<file path="config.mk">
export PLATFORM = sky130hd
export DESIGN_NAME = led_pixel_stream_parser_unit
export DESIGN_NICKNAME = d
export VERILOG_FILES = /design/src/design/lpsp_pkg.sv /design/src/design/led_pixel_stream_parser_unit.sv /design/src/design/lpsp_regs.sv /design/src/design/lpsp_core.sv /design/src/design/lpsp_out.sv
export SDC_FILE = /design/constraint.sdc
export NUM_CORES = 1
export LEC_CHECK = 0
export BUFFER_PORTS_ARGS = -buffer_cell sky130_fd_sc_hd__buf_4
export CORE_UTILIZATION = 57
export CTS_CLUSTER_DIAMETER = 80
export DETAILED_ROUTE_END_ITERATION = 12
export GPL_ROUTABILITY_DRIVEN = 0
export HOLD_SLACK_MARGIN = 0.03
export PLACE_DENSITY_LB_ADDON = 0.05
export SYNTH_ARGS = -nofsm -noshare
export SYNTH_HDL_FRONTEND = slang
export SYNTH_SLANG_ARGS = --single-unit
</file>
<file path="constraint.sdc">
create_clock -name clk -period 4.63 [get_ports clk]
set_input_delay 0.926 -clock clk [delete_from_list [all_inputs] [get_ports clk]]
set_output_delay 0.926 -clock clk [all_outputs]
set_load 0.005 [all_outputs]
</file>
<file path="src/design/lpsp_pkg.sv">
package lpsp_pkg;

    localparam int MAX_PIXELS = 1024;

    localparam int BYTE_W  = 8;
    localparam int LIMIT_W = 11;
    localparam int THR_W   = 4;
    localparam int ESC_W   = 4;
    localparam int IDX_W   = 10;
    localparam int ADDR_W  = 16;
    localparam int KIND_W  = 2;
    localparam int APB_AW  = 3;
    localparam int APB_DW  = 32;
    localparam int OUT_DW  = 56;

    localparam logic [LIMIT_W-1:0] PIX_CAP       = LIMIT_W'(MAX_PIXELS);
    localparam logic [LIMIT_W-1:0] LIMIT_RESET   = LIMIT_W'(1024);
    localparam logic [THR_W-1:0]   THR_RESET     = THR_W'(8);
    localparam logic [ESC_W-1:0]   ESC_MAX       = '1;
    localparam logic [ESC_W-1:0]   ESC_FIRST     = ESC_W'(1);

    localparam logic [BYTE_W-1:0]  ESCAPE_BYTE   = 8'hFF;
    localparam logic [BYTE_W-1:0]  CMD_PROGRAM   = 8'h70;

    localparam logic [KIND_W-1:0]  KIND_PIXEL    = 2'd0;
    localparam logic [KIND_W-1:0]  KIND_SHOW     = 2'd1;
    localparam logic [KIND_W-1:0]  KIND_PROGRAM  = 2'd2;

    localparam logic REG_PIXEL_LIMIT      = 1'b0;
    localparam logic REG_ESCAPE_THRESHOLD = 1'b1;

    typedef struct packed {
        logic [LIMIT_W-1:0] pixel_limit;
        logic [THR_W-1:0]   escape_threshold;
    } cfg_t;

    typedef struct packed {
        logic               hit;
        logic [KIND_W-1:0]  event_kind;
        logic [IDX_W-1:0]   pixel_index;
        logic [BYTE_W-1:0]  red;
        logic [BYTE_W-1:0]  green;
        logic [BYTE_W-1:0]  blue;
        logic [ADDR_W-1:0]  device_address;
    } result_t;

endpackage

</file>
<file path="src/design/led_pixel_stream_parser_unit.sv">
// path: a byte is held in the input register, then its result in the output register
// throughput: one byte per cycle while no output request is held off, set by the single pass from
// input register to result register; a byte waits in the input register while an output request is
// held off, bytes without an event produce no output request
// reset (rst_n, async, active low): data mode, counters and positions cleared,
// pixel_limit 1024, escape_threshold 8, no pending request
module led_pixel_stream_parser_unit
(
    input  logic                          clk,
    input  logic                          rst_n,
    input  logic                          psel,
    input  logic                          penable,
    input  logic                          pwrite,
    input  logic [lpsp_pkg::APB_AW-1:0]   paddr,
    input  logic [lpsp_pkg::APB_DW-1:0]   pwdata,
    output logic [lpsp_pkg::APB_DW-1:0]   prdata,
    output logic                          pready,
    input  logic                          s_tvalid,
    output logic                          s_tready,
    input  logic [lpsp_pkg::BYTE_W-1:0]   s_tdata,   // rx_byte
    output logic                          m_tvalid,
    input  logic                          m_tready,
    // pixel_index[9:0], red[17:10], green[25:18], blue[33:26], device_address[49:34], zero
    output logic [lpsp_pkg::OUT_DW-1:0]   m_tdata,
    output logic [lpsp_pkg::KIND_W-1:0]   m_tuser    // event_kind
);

    lpsp_pkg::cfg_t                cfg;
    lpsp_pkg::result_t             res;
    logic                          in_valid_reg, in_valid_next;
    logic [lpsp_pkg::BYTE_W-1:0]   in_byte_reg, in_byte_next;
    logic                          out_free;
    logic                          advance;

    lpsp_regs u_regs
    (
        .clk     (clk),
        .rst_n   (rst_n),
        .psel    (psel),
        .penable (penable),
        .pwrite  (pwrite),
        .paddr   (paddr),
        .pwdata  (pwdata),
        .prdata  (prdata),
        .pready  (pready),
        .cfg     (cfg)
    );

    assign advance  = in_valid_reg && out_free;
    assign s_tready = !in_valid_reg || out_free;

    always_comb
    begin
        in_valid_next = in_valid_reg;
        in_byte_next  = in_byte_reg;
        if (s_tvalid && s_tready)
        begin
            in_valid_next = 1'b1;
            in_byte_next  = s_tdata;
        end
        else if (advance)
            in_valid_next = 1'b0;
    end

    always_ff @(posedge clk or negedge rst_n)
    begin
        if (!rst_n)
            in_valid_reg <= 1'b0;
        else
            in_valid_reg <= in_valid_next;
    end

    always_ff @(posedge clk)
    begin
        in_byte_reg <= in_byte_next;
    end

    lpsp_core u_core
    (
        .clk     (clk),
        .rst_n   (rst_n),
        .step    (advance),
        .rx_byte (in_byte_reg),
        .cfg     (cfg),
        .res     (res)
    );

    lpsp_out u_out
    (
        .clk      (clk),
        .rst_n    (rst_n),
        .load     (advance && res.hit),
        .res      (res),
        .free     (out_free),
        .m_tvalid (m_tvalid),
        .m_tready (m_tready),
        .m_tdata  (m_tdata),
        .m_tuser  (m_tuser)
    );

    // a byte in the input register is never processed while a result is stuck
    a_no_step_when_stalled: assert property (@(posedge clk) disable iff (!rst_n)
        (m_tvalid && !m_tready) |-> !advance)
        else $error("byte processed while output request stalled");

    // an event produced by the parser shows up on the master side next cycle
    a_event_reaches_out: assert property (@(posedge clk) disable iff (!rst_n)
        (advance && res.hit) |=> (m_tvalid && m_tuser == $past(res.event_kind)))
        else $error("parser event lost before output");

    // an empty input register always takes a new byte
    a_ready_when_empty: assert property (@(posedge clk) disable iff (!rst_n)
        !in_valid_reg |-> s_tready)
        else $error("input stalled with empty input register");

endmodule

</file>
<file path="src/design/lpsp_regs.sv">
module lpsp_regs
(
    input  logic                          clk,
    input  logic                          rst_n,
    input  logic                          psel,
    input  logic                          penable,
    input  logic                          pwrite,
    input  logic [lpsp_pkg::APB_AW-1:0]   paddr,
    input  logic [lpsp_pkg::APB_DW-1:0]   pwdata,
    output logic [lpsp_pkg::APB_DW-1:0]   prdata,
    output logic                          pready,
    output lpsp_pkg::cfg_t                cfg
);

    logic [lpsp_pkg::LIMIT_W-1:0] limit_reg, limit_next;
    logic [lpsp_pkg::THR_W-1:0]   thr_reg, thr_next;
    logic                         wr_en;

    assign pready = 1'b1;
    assign wr_en  = psel && penable && pwrite && pready;

    always_comb
    begin
        limit_next = limit_reg;
        thr_next   = thr_reg;
        if (wr_en)
        begin
            unique case (paddr[2])
                lpsp_pkg::REG_PIXEL_LIMIT:
                    limit_next = pwdata[lpsp_pkg::LIMIT_W-1:0];
                lpsp_pkg::REG_ESCAPE_THRESHOLD:
                    thr_next = pwdata[lpsp_pkg::THR_W-1:0];
                default:
                    limit_next = limit_reg;
            endcase
        end
    end

    always_ff @(posedge clk or negedge rst_n)
    begin
        if (!rst_n)
        begin
            limit_reg <= lpsp_pkg::LIMIT_RESET;
            thr_reg   <= lpsp_pkg::THR_RESET;
        end
        else
        begin
            limit_reg <= limit_next;
            thr_reg   <= thr_next;
        end
    end

    always_comb
    begin
        unique case (paddr[2])
            lpsp_pkg::REG_PIXEL_LIMIT:
                prdata = lpsp_pkg::APB_DW'(limit_reg);
            lpsp_pkg::REG_ESCAPE_THRESHOLD:
                prdata = lpsp_pkg::APB_DW'(thr_reg);
            default:
                prdata = '0;
        endcase
    end

    assign cfg.pixel_limit      = limit_reg;
    assign cfg.escape_threshold = thr_reg;

endmodule

</file>
<file path="src/design/lpsp_core.sv">
module lpsp_core
(
    input  logic                          clk,
    input  logic                          rst_n,
    input  logic                          step,
    input  logic [lpsp_pkg::BYTE_W-1:0]   rx_byte,
    input  lpsp_pkg::cfg_t                cfg,
    output lpsp_pkg::result_t             res
);

    localparam logic [1:0] CPOS_OPCODE  = 2'd0;
    localparam logic [1:0] CPOS_ADDR_HI = 2'd1;
    localparam logic [1:0] CPOS_ADDR_LO = 2'd2;
    localparam logic [1:0] CPOS_BAD     = 2'd3;

    logic                          cmd_reg, cmd_next;
    logic [lpsp_pkg::ESC_W-1:0]    esc_reg, esc_next, esc_inc;
    logic [1:0]                    tri_reg, tri_next;
    logic [1:0]                    cpos_reg, cpos_next;
    logic [lpsp_pkg::LIMIT_W-1:0]  np_reg, np_next, eff_limit;
    logic [lpsp_pkg::BYTE_W-1:0]   held0_reg, held0_next;
    logic [lpsp_pkg::BYTE_W-1:0]   held1_reg, held1_next;
    logic [lpsp_pkg::BYTE_W-1:0]   addr_hi_reg, addr_hi_next;
    logic                          is_esc;

    assign is_esc    = (rx_byte == lpsp_pkg::ESCAPE_BYTE);
    assign eff_limit = (cfg.pixel_limit > lpsp_pkg::PIX_CAP) ? lpsp_pkg::PIX_CAP
                                                             : cfg.pixel_limit;
    assign esc_inc   = (esc_reg < lpsp_pkg::ESC_MAX) ? esc_reg + 1'b1 : esc_reg;

    always_comb
    begin
        cmd_next     = cmd_reg;
        esc_next     = esc_reg;
        tri_next     = tri_reg;
        cpos_next    = cpos_reg;
        np_next      = np_reg;
        held0_next   = held0_reg;
        held1_next   = held1_reg;
        addr_hi_next = addr_hi_reg;
        res          = '0;

        if (step)
        begin
            if (cmd_reg)
            begin
                if (!is_esc)
                begin
                    unique case (cpos_reg)
                        CPOS_OPCODE:
                        begin
                            if (rx_byte == lpsp_pkg::CMD_PROGRAM)
                                cpos_next = CPOS_ADDR_HI;
                            else
                            begin
                                cmd_next  = 1'b0;
                                tri_next  = '0;
                                np_next   = '0;
                                esc_next  = '0;
                                cpos_next = CPOS_OPCODE;
                            end
                        end
                        CPOS_ADDR_HI:
                        begin
                            addr_hi_next = rx_byte;
                            cpos_next    = CPOS_ADDR_LO;
                        end
                        CPOS_ADDR_LO, CPOS_BAD:
                        begin
                            cmd_next  = 1'b0;
                            tri_next  = '0;
                            np_next   = '0;
                            esc_next  = '0;
                            cpos_next = CPOS_OPCODE;
                            if (cpos_reg == CPOS_ADDR_LO)
                            begin
                                res.hit            = 1'b1;
                                res.event_kind     = lpsp_pkg::KIND_PROGRAM;
                                res.device_address = {addr_hi_reg, rx_byte};
                            end
                        end
                        default:
                            cpos_next = CPOS_OPCODE;
                    endcase
                end
            end
            else if (!is_esc)
            begin
                esc_next = '0;
                if (tri_reg < 2'd2)
                begin
                    if (tri_reg[0])
                        held1_next = rx_byte;
                    else
                        held0_next = rx_byte;
                    tri_next = tri_reg + 2'd1;
                end
                else
                begin
                    tri_next = '0;
                    if (np_reg < eff_limit)
                    begin
                        res.hit         = 1'b1;
                        res.event_kind  = lpsp_pkg::KIND_PIXEL;
                        res.pixel_index = np_reg[lpsp_pkg::IDX_W-1:0];
                        res.red         = held0_reg;
                        res.green       = held1_reg;
                        res.blue        = rx_byte;
                        np_next         = np_reg + 1'b1;
                    end
                end
            end
            else
            begin
                tri_next = '0;
                np_next  = '0;
                esc_next = esc_inc;
                if (esc_inc > cfg.escape_threshold)
                begin
                    cmd_next  = 1'b1;
                    cpos_next = CPOS_OPCODE;
                end
                if (esc_inc == lpsp_pkg::ESC_FIRST)
                begin
                    res.hit        = 1'b1;
                    res.event_kind = lpsp_pkg::KIND_SHOW;
                end
            end
        end
    end

    always_ff @(posedge clk or negedge rst_n)
    begin
        if (!rst_n)
        begin
            cmd_reg  <= 1'b0;
            esc_reg  <= '0;
            tri_reg  <= '0;
            cpos_reg <= CPOS_OPCODE;
            np_reg   <= '0;
        end
        else
        begin
            cmd_reg  <= cmd_next;
            esc_reg  <= esc_next;
            tri_reg  <= tri_next;
            cpos_reg <= cpos_next;
            np_reg   <= np_next;
        end
    end

    always_ff @(posedge clk)
    begin
        held0_reg   <= held0_next;
        held1_reg   <= held1_next;
        addr_hi_reg <= addr_hi_next;
    end

endmodule

</file>
<file path="src/design/lpsp_out.sv">
module lpsp_out
(
    input  logic                          clk,
    input  logic                          rst_n,
    input  logic                          load,
    input  lpsp_pkg::result_t             res,
    output logic                          free,
    output logic                          m_tvalid,
    input  logic                          m_tready,
    output logic [lpsp_pkg::OUT_DW-1:0]   m_tdata,
    output logic [lpsp_pkg::KIND_W-1:0]   m_tuser
);

    logic                          valid_reg, valid_next;
    logic [lpsp_pkg::OUT_DW-1:0]   data_reg, data_next;
    logic [lpsp_pkg::KIND_W-1:0]   kind_reg, kind_next;

    assign free = !valid_reg || m_tready;

    always_comb
    begin
        valid_next = valid_reg;
        data_next  = data_reg;
        kind_next  = kind_reg;
        if (load)
        begin
            valid_next = 1'b1;
            kind_next  = res.event_kind;
            data_next  = lpsp_pkg::OUT_DW'({res.device_address, res.blue, res.green,
                                             res.red, res.pixel_index});
        end
        else if (m_tready)
            valid_next = 1'b0;
    end

    always_ff @(posedge clk or negedge rst_n)
    begin
        if (!rst_n)
            valid_reg <= 1'b0;
        else
            valid_reg <= valid_next;
    end

    always_ff @(posedge clk)
    begin
        data_reg <= data_next;
        kind_reg <= kind_next;
    end

    assign m_tvalid = valid_reg;
    assign m_tdata  = data_reg;
    assign m_tuser  = kind_reg;

endmodule

</file>
* Word-level counts from Yosys, hierarchy flattened
Index checks and enable logic that the tools add are counted.
** Word-level totals
- Register bits :: 121
- Input bits :: 50
- Output and inout port bits :: 93
- Word-level logic and storage cells :: 120
** Cells by class
- Add/sub/neg operators :: 3
- $lt $le $gt $ge :: 5
- Equal/unequal tests :: 10
- Muxes and demuxes :: 52
- Bitwise gates (word level) :: 8
- Reduce and logical (&&, ||, !) cells :: 26
** Operators with widths (number)
- 11-bit two-way mux :: 7
- 37-bit two-way mux :: 2
- 34-bit two-way mux :: 2
- 16-bit two-way mux :: 4
- 32-bit one-hot mux with 2 select lines :: 1
- 53-bit two-way mux :: 1
- 11-bit one-hot mux with 2 select lines :: 1
- 4-bit two-way mux :: 5
- 2-bit two-way mux :: 9
- 3-bit two-way mux :: 6
- 4-bit AND reduction :: 3
- 11-bit by 1-bit adder with 11-bit output, second input constant :: 1
- 11-bit greater-than comparator, second input constant :: 1
- 11-bit less-than comparator :: 1
- 1-bit two-way mux :: 10
- 5-bit AND reduction :: 2
- 5-bit OR reduction :: 2
- 8-bit by 7-bit equality test with 1-bit output, second input constant :: 1
- 8-bit equality test, second input constant :: 1
- 1-bit inverter :: 8
- 4-bit one-hot mux with 2 select lines :: 1
- 2-bit nonzero test :: 4
- 3-bit != test, second input constant :: 2
- 2-bit one-hot mux with 3 select lines :: 1
- other kinds (20) :: 28

* Logic depth before layout (Yosys ltp)
Gate-level depths: netlist of run 1.
- Depth in word-level cells :: 10
- Mapped depth :: 12
- Gate-level depth less buffers :: 12

* By module
A second synthesis of run 1 with hierarchy kept.
** Second synthesis, totals
- Cells, all modules :: 405
- Area total of the unflattened synthesis :: 5515.3 um2
** Modules (own cells, without submodules)
- lpsp_core :: times used 1, cells each 260, area an instance 2658.8 um2, seq. area each 1221.2 um2
- lpsp_out :: times used 1, cells each 62, area an instance 1657.8 um2, seq. area each 1586.5 um2
- lpsp_regs :: times used 1, cells each 69, area an instance 892.1 um2, seq. area each 377.9 um2
- led_pixel_stream_parser_unit :: times used 1, cells each 14, area an instance 306.5 um2, seq. area each 265.3 um2

* Least setup slack after synthesis of run 1
No wires, ideal clock.
- Path kind :: input to register
- Start point :: input port m_tready
- End point :: register u_out.data_reg, in the netlist u_out.m_tdata[0] (enable)
- Library setup time :: 373 ps
- Arrival time :: 2349 ps
- Required time :: 4257 ps
- Path slack :: 1908 ps
- Cell stages on the path :: 5
- Path buffers :: 0
- Cells stage by stage :: nand2b_1 and2_1 nand3_1 nor3b_2 or3_4
** On the way
- Word-level cells in the longest chain between the ends :: 4
** RTL lines
- start, declared :: RTL line led_pixel_stream_parser_unit.sv:22 : input logic m_tready,
- 1-bit logical OR * :: RTL line lpsp_out.sv:18 : assign free = !valid_reg || m_tready;
- 1-bit logical AND * :: RTL line led_pixel_stream_parser_unit.sv:49 : assign advance = in_valid_reg && out_free;
- 53-bit two-way mux :: RTL line lpsp_core.sv:43 : if (step)
- 1-bit logical AND * :: RTL line led_pixel_stream_parser_unit.sv:92 : .load (advance && res.hit),
- via u_out.load :: RTL line lpsp_out.sv:5 : input logic load,
- end signal, assigned :: RTL line lpsp_out.sv:46 : data_reg <= data_next;
- end, declared :: RTL line lpsp_out.sv:15 : logic [lpsp_pkg::OUT_DW-1:0] data_reg, data_next;
Mark *: on every way through the listed nets, which the timed path passes. The rest lies on a longest branch.
A chain may end at the register's enable or synchronous reset.

* Worst setup path in the final report of run 1
- Start point :: register u_regs.limit_reg[10] in the netlist's numbering
- End point :: register u_out.data_reg, in the netlist u_out.m_tdata[9] (enable)
** On the way
- Word-level cells in the longest chain between the ends :: 9
** RTL lines
- start, declared :: RTL line lpsp_regs.sv:15 : logic [lpsp_pkg::LIMIT_W-1:0] limit_reg, limit_next;
- start signal, assigned :: RTL line lpsp_regs.sv:43 : limit_reg <= lpsp_pkg::LIMIT_RESET;
- start signal, assigned :: RTL line lpsp_regs.sv:48 : limit_reg <= limit_next;
- 11-bit greater-than comparator :: RTL line lpsp_core.sv:27 : assign eff_limit = (cfg.pixel_limit > lpsp_pkg::PIX_CAP) ? lpsp_pkg::PIX_CAP
- 11-bit two-way mux * :: RTL line lpsp_core.sv:27
- 11-bit less-than comparator * :: RTL line lpsp_core.sv:101 : if (np_reg < eff_limit)
- 37-bit two-way mux * :: RTL line lpsp_core.sv:101
- 37-bit two-way mux * :: RTL line lpsp_core.sv:90 : if (tri_reg < 2'd2)
- 3-bit two-way mux * :: RTL line lpsp_core.sv:87 : else if (!is_esc)
- 3-bit two-way mux * :: RTL line lpsp_core.sv:45 : if (cmd_reg)
- 53-bit two-way mux * :: RTL line lpsp_core.sv:43
- 1-bit logical AND * :: RTL line led_pixel_stream_parser_unit.sv:92
- via u_out.load :: RTL line lpsp_out.sv:5
Marks and branches as above.

==> results of run 1 <==
==> final timing paths <==
check	startpoint	to	cells after the start	slack, ps
max in group asynchronous	rst_n	u_regs.limit_reg[10]	1	3900
hold / removal	rst_n	u_core.np_reg[3]	1	370
min in group clk	u_core.tri_reg[0]	u_core.tri_reg[0]	1	500
hold reg to reg	u_core.tri_reg[0]	u_core.tri_reg[0]	1	500
setup / recovery	u_regs.limit_reg[10]	u_out.m_tdata[9]	8	1580
setup reg to reg	u_regs.limit_reg[10]	u_out.m_tdata[9]	8	1580
==> kinds of logic (layout without fill, tap and decap cells) <==
family | Yosys count | after routing
AOI/OAI and AO/OA | 47 | 47
xor gates and xnor gates | 1 | 1
adders and majority gates | 17 | 17
buffers and inverters | 56 | 143
DFF | 121 | 121
muxes | 22 | 22
other | 2 | 28
and+or+nand+nor | 142 | 142
==> routing by layer <==
| layer | part of all wire | GRT usage |
|---|---|---|
| met1 | 0.43 | 0.309 |
| met2 | 0.49 | 0.349 |
| met3 | 0.062 | 0.0548 |
| met4 | 0.019 | 0.114 |
| met5 | 0 | 0 |
==> where the power goes <==
group          switching (mW)  total, mW  internal [mW]
Clock                   0.499       1.38          0.885
Sequential             0.0840       1.39           1.30
Combinational           0.216      0.416          0.200
==> worst max-delay path, delay by kind of cell, from the launching register on <==
family	cells	cell delay (ps)
flip-flops	1	370
buffers and inverters	1	270
AND/OR/NAND/NOR	3	990
AO/OA/AOI/OAI	3	720
adder cells (fa/ha/maj)	1	330
==> layout make-up <==
class	count	area (um2)
sequential	121	3450
fill	612	2470
multi-input combinational	257	1730
timing repair buffer	96	721
clock buffer	17	414
clock inverter	15	213
tap	111	139
inverter	15	56.3
==> synthesized netlist by cell type, drive strengths merged (2+ instances only) <==
| cell type | count |
|---|---|
| edfxtp | 84 |
| and2 | 48 |
| dfrtp | 35 |
| buf | 34 |
| nand2 | 27 |
| mux2 | 20 |
| ha | 17 |
| inv | 15 |
| nand3 | 13 |
| a21oi | 12 |
| nor3 | 11 |
| nor2b | 10 |
| nor2 | 8 |
| clkbuf | 7 |
| o21ai | 6 |
| o31ai | 6 |
| nand2b | 5 |
| nand4 | 5 |
| o21a | 4 |
| a21o | 3 |
| a221o | 3 |
| nor3b | 3 |
| nor4 | 3 |
| o311a | 3 |
| or3 | 3 |
| a32oi | 2 |
| conb | 2 |
| dfstp | 2 |
| mux2i | 2 |
| nand3b | 2 |
| o211ai | 2 |
==> through the flow <==
step / total power [mW] / utilization / area (um2) / setup slack (ps) / cells
4_1_cts: 3.20 / 0.730 / 6720 / 1590 / 631
5_1_grt: 3.32 / 0.731 / 6730 / 1380 / 632
2_1_floorplan: 1.65 / - / 5500 / 1910 / 434
3_3_place_gp: 1.80 / 0.662 / 6090 / 1640 / 599
6_report: 3.19 / 0.731 / 6730 / 1580 / 632
3_5_place_dp: 1.82 / 0.662 / 6090 / 1580 / 599
==> impl_summary.txt, run 1 <==
----------------------------------------------------
[Clocking]
  TritonCTS sink count ... between 100 and 150
  Number of clock buffers inserted by TritonCTS ... 17
  Maximum buffer depth of the clock tree ... 2
  Number of H-tree levels ... 4
  Root cell of the clock tree ... sky130_fd_sc_hd__clkbuf_8
  TritonCTS clock tree ... built
  Clock edge transition at the registers on the reported setup and hold paths ... approximately 60 ps
  Count of hold buffers inserted by post-cts repair ... 0
  Count of cells resized by post-cts repair ... 0
  Clk Latency, worst-skew pair ... just over 500 ps
  Number of setup buffers added after CTS ... 0

[Layout]
  Flip-flop count of the largest register after layout ... 50
  Layout overhead on the synthesized area ... 24.5%
  Layout net count ... about 580
  Commonest non-fill, non-tap cell in the layout ... sky130_fd_sc_hd__buf_4
  ANT cells ... 0
  Layout cells sized above 1 ... 0.303
  Most frequent cells in the layout ... 96 x sky130_fd_sc_hd__buf_4, 84 x sky130_fd_sc_hd__edfxtp_1, 48 x sky130_fd_sc_hd__and2_1, 35 x sky130_fd_sc_hd__dfrtp_1, 28 x sky130_fd_sc_hd__conb_1

[Floorplan]
  Top-level I/O count ... about 140
  Starting utilization of the core area ... 0.587
  Die width ... ~100 um
  Chip Height ... 99.3 um
  Row count ... 35
  Total Die Area ... around 9900 um2
  Core Region ... slightly above 9000 um2

[STA]
  Total count of max-transition violations in the final report ... 0
  Final hold slack ... about 370 ps
  Clk_skew ... about 8.4 ps
  Total setup violations reported at the end of the flow ... 0
  Hold Fails Final Rpt ... 0
  Max Freq ... between 300 and 400 MHz
  Final worst-path cycle share ... 0.658
  RSZ-0062 raised after global routing ... no
  Min Tclk post-route ... roughly 3000 ps
  Worst Max-Slew Pin Slew ... 833 ps
  Setup_tns ... 0 ps
  Worst max-slew margin expressed relative to the limit ... 0.444

[Critical path]
  Max Fanout on Critical Path ... 53
  Required time of the critical path ... between 4000 and 5000 ps
  Setup crit start kind ... register
  Worst path max stage delay ... 610 ps
  Setup crit end kind ... register
  Crit Path Category ... reg -> reg
  Critical Path AT ... approximately 3200 ps
  Crit path max-delay cell type ... sky130_fd_sc_hd__or3_4
  Chain of cells forming the critical path ... inv_1 -> nand2_1 -> ha_1 -> a211oi_1 -> o22ai_1 -> a31oi_2 -> and3b_1 -> or3_4

[Global routing]
  Maximum number of pins on one net before global-route repair ... 54
  Via count of the first global-routing pass ... 3360
  Global router's overall resource usage ... 0.229
  Initial antenna violation count ... 0
  Remaining Overflow, GRT ... 0
  Global-route wire length before repair ... roughly 17000 um

[Synth]
  Synth cell types ... 50
  Register bit count reported by yosys ... approximately 120
  Main combinational cell family by area after synthesis ... simple AND/OR/NAND/NOR gates
  Adder and majority gate portion of the synthesized area ... 0.0394
  Largest area contributor in the synthesized netlist ... sky130_fd_sc_hd__edfxtp_1
  Post-synthesis simple-gate area fraction ... 0.151
  Syn. warnings ... 0
  Async SR Flop Fraction ... 0.306
  XOR/XNOR Fraction of Synth Area ... 0.00162
  Part of the Yosys area used for sequential elements ... 0.639
  Top cells by area in the synthesized netlist ... sky130_fd_sc_hd__edfxtp_1 47%, sky130_fd_sc_hd__dfrtp_1 16%, sky130_fd_sc_hd__and2_1 5.6%
  Count of flip-flops with a built-in enable after synthesis ... 84
  Commonest register cell after synthesis ... sky130_fd_sc_hd__edfxtp_1
  Compound-cell area share of the yosys netlist ... 0.0623
  Gate count of the mapped netlist ... 408
  Proportion of synthesized area in mux cells ... 0.0454
  Share of Yosys cell area claimed by the top area cell type ... 0.467
  Syn Std Cell Area ... roughly 5400 um2
  Syn_area_per_cell ... around 13 um2

[Placed design]
  Half-perimeter wire length after detailed placement ... around 6700 um
  Port buffer count ... 91

[Outcome]
  Status ... complete, no violations

[Detailed routing]
  Iteration count of the initial detailed-routing pass ... 4
  Number of DRC violations after detailed-routing iteration 0 ... roughly 220
  Total wirelength of the detailed-routed design ... around 10000 um
  Total via count in the routed design ... ~3.5k
  Drt wl/cell ... 16.3 um
  Post-detailed-route DRC marker count ... 0
  Post-detailed-route count of antenna-violating nets ... 0
  Via-per-instance ratio ... ~5.5

[Worst hold path]
  Class of the tightest hold or removal check ... in -> async

[Power]
  Pwr dens ... roughly 470 nW/um2
  Maximum VDD drop ... approximately 0.00029 V
  Leakage dissipation ... between 2 and 3 nW

[Run]
  Number of maximum-capacitance constraint violations ... 0

----------------------------------------------------
Power figures use the tool's default switching activity.
==> run 2: changes to the inputs <==
--- a/config.mk
+++ b/config.mk
@@ -6,7 +6,7 @@
 export NUM_CORES = 1
 export LEC_CHECK = 0
 export BUFFER_PORTS_ARGS = -buffer_cell sky130_fd_sc_hd__buf_4
-export CORE_UTILIZATION = 57
+export CORE_UTILIZATION = 48
 export CTS_CLUSTER_DIAMETER = 80
 export DETAILED_ROUTE_END_ITERATION = 12
 export GPL_ROUTABILITY_DRIVEN = 0
==> constraint.sdc (replaced) <==
create_clock -name clk -period 2.68 [get_ports clk]
set_input_delay 0.536 -clock clk [delete_from_list [all_inputs] [get_ports clk]]
set_output_delay 0.536 -clock clk [all_outputs]
set_load 0.005 [all_outputs]
==> run 2 against run 1 <==
Register-to-register slack got worse by 1400 ps. Die area rose by 18%. First-iteration DRC count fell by 40%. Largest power group is now clock. Worst hold slack got worse by 170 ps. Largest cell class unchanged. Combinational power rose by 88%. Cell area rose by 3.3%. Flip-flop and latch count did not move. Utilization fell by 9.4 points. Highest routed layer unchanged. Clock skew rose by 3.6 ps.
==> impl_summary.txt, run 2 (synthesis gave the netlist of run 1 again) <==
----------------------------------------------------
[Outcome]
  Status ... complete, no violations

[Floorplan]
  Chip Height ... 108 um (+8.8%)
  Top-level I/O count ... 143 (unchanged)
  Core Region ... 10900 um2 (+18%)
  Die width ... 108 um (+8.8%)
  Starting utilization of the core area ... 0.496 (-0.0913)
  Row count ... 38 (+8.6%)
  Total Die Area ... 11700 um2 (+18%)

[STA]
  Total setup violations reported at the end of the flow ... 0 (unchanged)
  Min Tclk post-route ... 2480 ps (-569 ps)
  Setup_tns ... 0 ps (unchanged)
  Max Freq ... 404 MHz (+23%)
  Clk_skew ... 12.0 ps (+3.56 ps)
  Worst Max-Slew Pin Slew ... 725 ps (-108 ps)
  Final worst-path cycle share ... 0.925 (+0.267)
  Hold Fails Final Rpt ... 0 (unchanged)
  RSZ-0062 raised after global routing ... no
  Worst max-slew margin expressed relative to the limit ... 0.516 (+0.0721)
  Post-route worst setup slack ... 202 ps (-1380 ps)
  Total count of max-transition violations in the final report ... 0 (unchanged)

[Placed design]
  Number of placed instances, taps included ... 644 (+7.5%)
  Worst setup slack before clock tree synthesis ... 134 ps (-1450 ps)
  Port buffer count ... 91 (unchanged)
  Half-perimeter wire length after detailed placement ... 6840 um (+2.2%)

[Power]
  Pwr dens ... 806 nW/um2 (+70%)
  Maximum VDD drop ... 0.000453 V (+58%)
  Leakage dissipation ... 2.84 nW (+3.0%)
  Combinational power share ... 0.140 (+0.009)
  Sequential cell fraction of total power ... 0.427 (-0.008)
  Switching component of the power ... 1.34 mW (+68%)
  Int Pwr ... 4.25 mW (+78%)
  Switching share of total power ... 0.240 (-0.0113)
  Clk network pwr share ... 0.434 (about the same)

[Layout]
  ANT cells ... 0 (unchanged)
  Total of fill cells in the finished design ... 855 (+40%)
  Commonest non-fill, non-tap cell in the layout ... sky130_fd_sc_hd__buf_4
  Layout net count ... 592 (+3.0%)
  Most frequent cells in the layout ... 108 x sky130_fd_sc_hd__buf_4, 84 x sky130_fd_sc_hd__edfxtp_1, 48 x sky130_fd_sc_hd__and2_1, 35 x sky130_fd_sc_hd__dfrtp_1, 28 x sky130_fd_sc_hd__conb_1
  Final instance count without filler cells ... 678 (+7.3%)
  Layout cells sized above 1 ... 0.327 (+0.0239)
  Flip-flop count of the largest register after layout ... 50 (unchanged)
  Layout overhead on the synthesized area ... 28.6%

[Critical path]
  Crit Path Category ... reg -> reg
  Setup crit start kind ... register
  Worst path max stage delay ... 580 ps (-30 ps)
  Cell type group with the largest total delay on the critical path ... flip-flops
  Setup crit end kind ... register
  Chain of cells forming the critical path ... clkinvlp_4 -> nand2_1 -> ha_1 -> a211oi_2 -> o22ai_1 -> a31oi_2 -> and3b_1 -> or3_4 -> buf_12
  Critical Path AT ... 2690 ps (-510 ps)
  Max Fanout on Critical Path ... 29 (-45%)
  Required time of the critical path ... 2890 ps (-1890 ps)
  Sum of buffers and inverters on the critical path ... 2 (+1)
  Crit path max-delay cell type ... sky130_fd_sc_hd__dfstp_2

[Detailed routing]
  Drt wl/cell ... 14.7 um (-9.7%)
  Total wirelength of the detailed-routed design ... 10000 um (-3.1%)
  Number of DRC violations after detailed-routing iteration 0 ... 130 (-40%)
  Total via count in the routed design ... 3441 (-0.92%)
  Via-per-instance ratio ... 5.08 (-7.6%)
  Post-detailed-route count of antenna-violating nets ... 0 (unchanged)
  Iteration count of the initial detailed-routing pass ... 5 (+1)
  Post-detailed-route DRC marker count ... 0 (unchanged)

[Global routing]
  Initial antenna violation count ... 0 (unchanged)
  Maximum number of pins on one net before global-route repair ... 39 (-28%)
  Global-route wire length before repair ... 16000 um (-5.1%)
  Global router's overall resource usage ... 0.184 (-0.0451)
  Via count of the first global-routing pass ... 3193 (-5.0%)
  Remaining Overflow, GRT ... 0 (unchanged)

[Run]
  Number of maximum-capacitance constraint violations ... 0 (unchanged)

[Clocking]
  Clock edge transition at the registers on the reported setup and hold paths ... 60 ps (about the same)
  TritonCTS sink count ... 121 (unchanged)
  Number of H-tree levels ... 4 (unchanged)
  Maximum buffer depth of the clock tree ... 2 (unchanged)
  TritonCTS clock tree ... built
  Root cell of the clock tree ... sky130_fd_sc_hd__clkbuf_8
  Clk Latency, worst-skew pair ... 510 ps (about the same)
  Number of setup buffers added after CTS ... 0 (unchanged)
  Number of clock buffers inserted by TritonCTS ... 17 (unchanged)

[Worst hold path]
  Class of the tightest hold or removal check ... in -> reg

----------------------------------------------------
[run 2: changes by cell type in the layout (fill, tap and decap cells not counted), moves of 2 or more]
cell	change
sky130_fd_sc_hd__buf_4	+12
sky130_fd_sc_hd__clkbuf_1	+2
sky130_fd_sc_hd__buf_12	+2
sky130_fd_sc_hd__inv_6	-2
[run 2: layout make-up]
cell class,instances,area (um2),share of cell area
flip-flops and latches,121,3450,0.497
multi-input cells,257,1740,0.251
repair buffers,112,872,0.126
clock buffers,19,422,0.0607
clock inverters,13,218,0.0314
well taps,140,175,0.0252
inverters,15,60.1,0.00865
repair inverters,1,5.00,0.000721
[run 2: through the flow]
step,power (mW),hold slack [ps],utilization,cell area (um2)
after floorplan,2.84,240,-,5500
after detailed placement,3.18,491,0.576,6270
after CTS,5.63,181,0.636,6920
after global routing,5.83,180,0.638,6940
after global placement,3.16,479,0.576,6270
final,5.59,201,0.638,6940
[run 2: power by group through the flow]
stage | clock network [mW] | logic (mW) | registers, mW
2_1_floorplan | 0 | 0.462 | 2.38
6_report | 2.43 | 0.781 | 2.39
4_1_cts | 2.46 | 0.782 | 2.38
5_1_grt | 2.55 | 0.871 | 2.41
3_3_place_gp | 0 | 0.753 | 2.41
3_5_place_dp | 0 | 0.770 | 2.41
[run 2: layer usage]
layer | up-vias | part of all wire | track usage
met1 | 1659 | 0.48 | 0.257
li1 | 1662 | - | -
met4 | 0 | 0.011 | 0.0695
met2 | 110 | 0.46 | 0.276
met3 | 10 | 0.047 | 0.0458
met5 | - | 0 | 0
[run 2: worst paths after layout]
path,start,end,slack (ps),cells past startpoint
worst min-delay path,s_tdata[7],in_byte_reg[7],200,1
min in group asynchronous,rst_n,u_regs.limit_reg[7],520,2
worst max-delay path,u_regs.limit_reg[10],u_out.m_tdata[5],200,9
worst max register to register,u_regs.limit_reg[10],u_out.m_tdata[5],200,9
worst min register to register,u_core.held1_reg[7],u_out.m_tdata[25],510,1
max in group asynchronous,rst_n,u_regs.limit_reg[10],1800,2
[run 2: timing repair]
action,CTS,global route
hold buffers,1,0
gates resized for setup,0,5
setup endpoints to repair,0,60
hold endpoints to repair,35,0
==> run 3: changes to the inputs <==
--- a/config.mk
+++ b/config.mk
@@ -11,6 +11,7 @@
 export DETAILED_ROUTE_END_ITERATION = 12
 export GPL_ROUTABILITY_DRIVEN = 0
 export HOLD_SLACK_MARGIN = 0.03
+export MAX_ROUTING_LAYER = met4
 export PLACE_DENSITY_LB_ADDON = 0.05
 export SYNTH_ARGS = -nofsm -noshare
 export SYNTH_HDL_FRONTEND = slang
==> run 3 against run 2 <==
Critical endpoint is now u_core.np_reg[8]. Clock power hardly changed. Global-route usage is 0.56 points higher. Via count is 0.90% lower. Worst hold slack hardly changed. First-iteration DRC count is 5.4% lower. Cell area stayed put.
==> impl_summary.txt, run 3 (synthesis gave the netlist of run 1 again) <==
----------------------------------------------------
[Detailed routing]
  Drt wl/cell ... 14.7 um (-0.52%)
  Post-detailed-route count of antenna-violating nets ... 0 (unchanged)
  Total wirelength of the detailed-routed design ... 9950 um (-0.52%)
  Total via count in the routed design ... 3410 (-0.90%)
  Iteration count of the initial detailed-routing pass ... 5 (unchanged)
  Via-per-instance ratio ... 5.03 (-0.90%)
  Number of DRC violations after detailed-routing iteration 0 ... 123 (-5.4%)
  Post-detailed-route DRC marker count ... 0 (unchanged)

[Critical path]
  Worst path max stage delay ... 580 ps (about the same)
  Cell count of the worst reg-to-reg path ... 9 (unchanged)
  Chain of cells forming the critical path ... clkinvlp_4 -> nand2_1 -> ha_1 -> a211oi_2 -> o22ai_1 -> a31oi_2 -> nand2_2 -> o311a_1 -> a221o_1
  Beginning of the worst register-to-register path ... u_regs.limit_reg[10]
  Crit path max-delay cell type ... sky130_fd_sc_hd__dfstp_2
  Crit Path Category ... reg -> reg
  Required time of the critical path ... 3080 ps (+190 ps)
  Sum of buffers and inverters on the critical path ... 1 (-1)
  Setup crit start kind ... register
  Max Fanout on Critical Path ... 7 (-76%)
  R2R Setup Slk ... 200 ps (about the same)
  Setup crit end kind ... register
  Capture instance of the worst register-to-register path ... u_core.np_reg[8]
  Critical Path AT ... 2880 ps (+190 ps)
  Cell type group with the largest total delay on the critical path ... compound AO/OA/AOI/OAI gates

[Worst hold path]
  Critical hold path startpoint ... s_tdata[7]
  Worst hold path depth ... 1 (unchanged)
  Class of the tightest hold or removal check ... in -> reg
  Hold worst-path end ... in_byte_reg[7]

[Layout]
  Flip-flop count of the largest register after layout ... 50 (unchanged)
  Most frequent cells in the layout ... 108 x sky130_fd_sc_hd__buf_4, 84 x sky130_fd_sc_hd__edfxtp_1, 48 x sky130_fd_sc_hd__and2_1, 35 x sky130_fd_sc_hd__dfrtp_1, 28 x sky130_fd_sc_hd__conb_1
  Layout cells sized above 1 ... 0.327 (unchanged)
  Area of combinational cells with multiple inputs ... 1740 um2 (unchanged)
  Layout net count ... 592 (unchanged)
  ANT cells ... 0 (unchanged)
  Final instance count without filler cells ... 678 (unchanged)
  Layout overhead on the synthesized area ... 28.6% (unchanged)
  Sequential cell area in the final layout ... 3450 um2 (unchanged)
  Total of fill cells in the finished design ... 855 (unchanged)
  Commonest non-fill, non-tap cell in the layout ... sky130_fd_sc_hd__buf_4

[Clocking]
  Maximum buffer depth of the clock tree ... 2 (unchanged)
  TritonCTS clock tree ... built
  TritonCTS sink count ... 121 (unchanged)
  Clock edge transition at the registers on the reported setup and hold paths ... 60 ps (about the same)
  Clk Latency, worst-skew pair ... 510 ps (about the same)
  Number of setup buffers added after CTS ... 0 (unchanged)
  Number of H-tree levels ... 4 (unchanged)
  Number of clock buffers inserted by TritonCTS ... 17 (unchanged)
  Root cell of the clock tree ... sky130_fd_sc_hd__clkbuf_8

[STA]
  Max Freq ... 404 MHz (about the same)
  Setup_tns ... 0 ps (unchanged)
  Final worst-path cycle share ... 0.925 (about the same)
  Total count of max-transition violations in the final report ... 0 (unchanged)
  Hold Fails Final Rpt ... 0 (unchanged)
  RSZ-0062 raised after global routing ... no
  Total setup violations reported at the end of the flow ... 0 (unchanged)
  Clk_skew ... 13.2 ps (+1.20 ps)
  Worst max-slew margin expressed relative to the limit ... 0.498 (-0.0179)
  Worst Max-Slew Pin Slew ... 752 ps (+26.8 ps)
  Min Tclk post-route ... 2480 ps (+0.101 ps)

[Floorplan]
  Die width ... 108 um (unchanged)
  Row count ... 38 (unchanged)
  Total Die Area ... 11700 um2 (unchanged)
  Chip Height ... 108 um (unchanged)
  Top-level I/O count ... 143 (unchanged)
  Starting utilization of the core area ... 0.496 (unchanged)
  Core Region ... 10900 um2 (unchanged)

[Global routing]
  Global-route wire length before repair ... 16000 um (about the same)
  GRT Max-Usage Layer ... met2
  Global routing usage on met3 ... 0.0398 (-0.00603)
  Maximum number of pins on one net before global-route repair ... 39 (unchanged)
  Initial antenna violation count ... 0 (unchanged)
  Global router's overall resource usage ... 0.189 (+0.00557)
  Met1 track utilization from global routing ... 0.257 (unchanged)
  Met2 capacity usage during global routing ... 0.276 (+0.000455)
  Remaining Overflow, GRT ... 0 (unchanged)
  Via count of the first global-routing pass ... 3196 (+0.094%)

[Placed design]
  Port buffer count ... 91 (unchanged)
  Number of placed instances, taps included ... 644 (unchanged)
  Half-perimeter wire length after detailed placement ... 6840 um (unchanged)

[Run]
  Number of maximum-capacitance constraint violations ... 0 (unchanged)

[Outcome]
  Status ... complete, no violations

[Power]
  Pwr dens ... 806 nW/um2 (about the same)
  Leakage dissipation ... 2.84 nW (unchanged)
  Total Power Consumption ... 5.60 mW (about the same)
  Maximum VDD drop ... 0.000455 V (+0.25%)

----------------------------------------------------
## run 3: cell counts in the layout (fill, tap and decap cells not counted)
Identical to the previous run, type by type.
## run 3: final cells by class
cell class	instances	share of cell area
clock buffer	19	0.0607
clock inverter	13	0.0314
inverter	15	0.00865
multi-input combinational	257	0.251
sequential	121	0.497
tap	140	0.0252
timing repair buffer	112	0.126
timing repair inverter	1	0.000721
## run 3: per-stage QoR
| stage | hold WS [ps] | setup WS [ps] | area (um2) | utilization |
|---|---|---|---|---|
| floorplan | 240 | 33.4 | 5500 | - |
| global placement | 479 | 163 | 6270 | 0.576 |
| detailed placement | 491 | 134 | 6270 | 0.576 |
| CTS | 181 | 122 | 6920 | 0.636 |
| global route | 182 | 13.1 | 6940 | 0.638 |
| finish | 201 | 202 | 6940 | 0.638 |
## run 3: layer usage
layer  vias to the layer above  routed length (um)  share of wire
li1                       1665                   -              -
met2                        97                4620           0.46
met3                        11                 423          0.043
met4                         0                 144          0.014
met5                         -                   0              0
met1                      1637                4760           0.48
## run 3: worst max path at each step
stage | cells after the start | start | endpoint | slack (ps)
finish | 9 | u_regs.limit_reg[10] | u_core.np_reg[8] | 200
global route | 9 | u_regs.limit_reg[10] | u_core.np_reg[8] | 10
CTS | 9 | u_regs.limit_reg[10] | u_core.np_reg[8] | 120
detailed placement | 9 | u_regs.limit_reg[10] | u_core.np_reg[8] | 130
global placement | 9 | u_regs.limit_reg[10] | u_core.np_reg[6] | 160
floorplan | 9 | u_regs.limit_reg[10] | u_out.m_tdata[0] | 30
## run 3: what timing repair did
item,4_1_cts,5_1_grt
endpoints found under the hold margin,35,0
resized for setup,0,5
hold buffers,1,0
setup endpoints to repair,0,59
## run 3: report_power, final
| part | switching [mW] | internal (mW) | total [mW] |
|---|---|---|---|
| logic | 0.389 | 0.391 | 0.780 |
| clock network | 0.813 | 1.61 | 2.43 |
| registers | 0.139 | 2.25 | 2.39 |
| total | 1.34 | 4.25 | 5.60 |
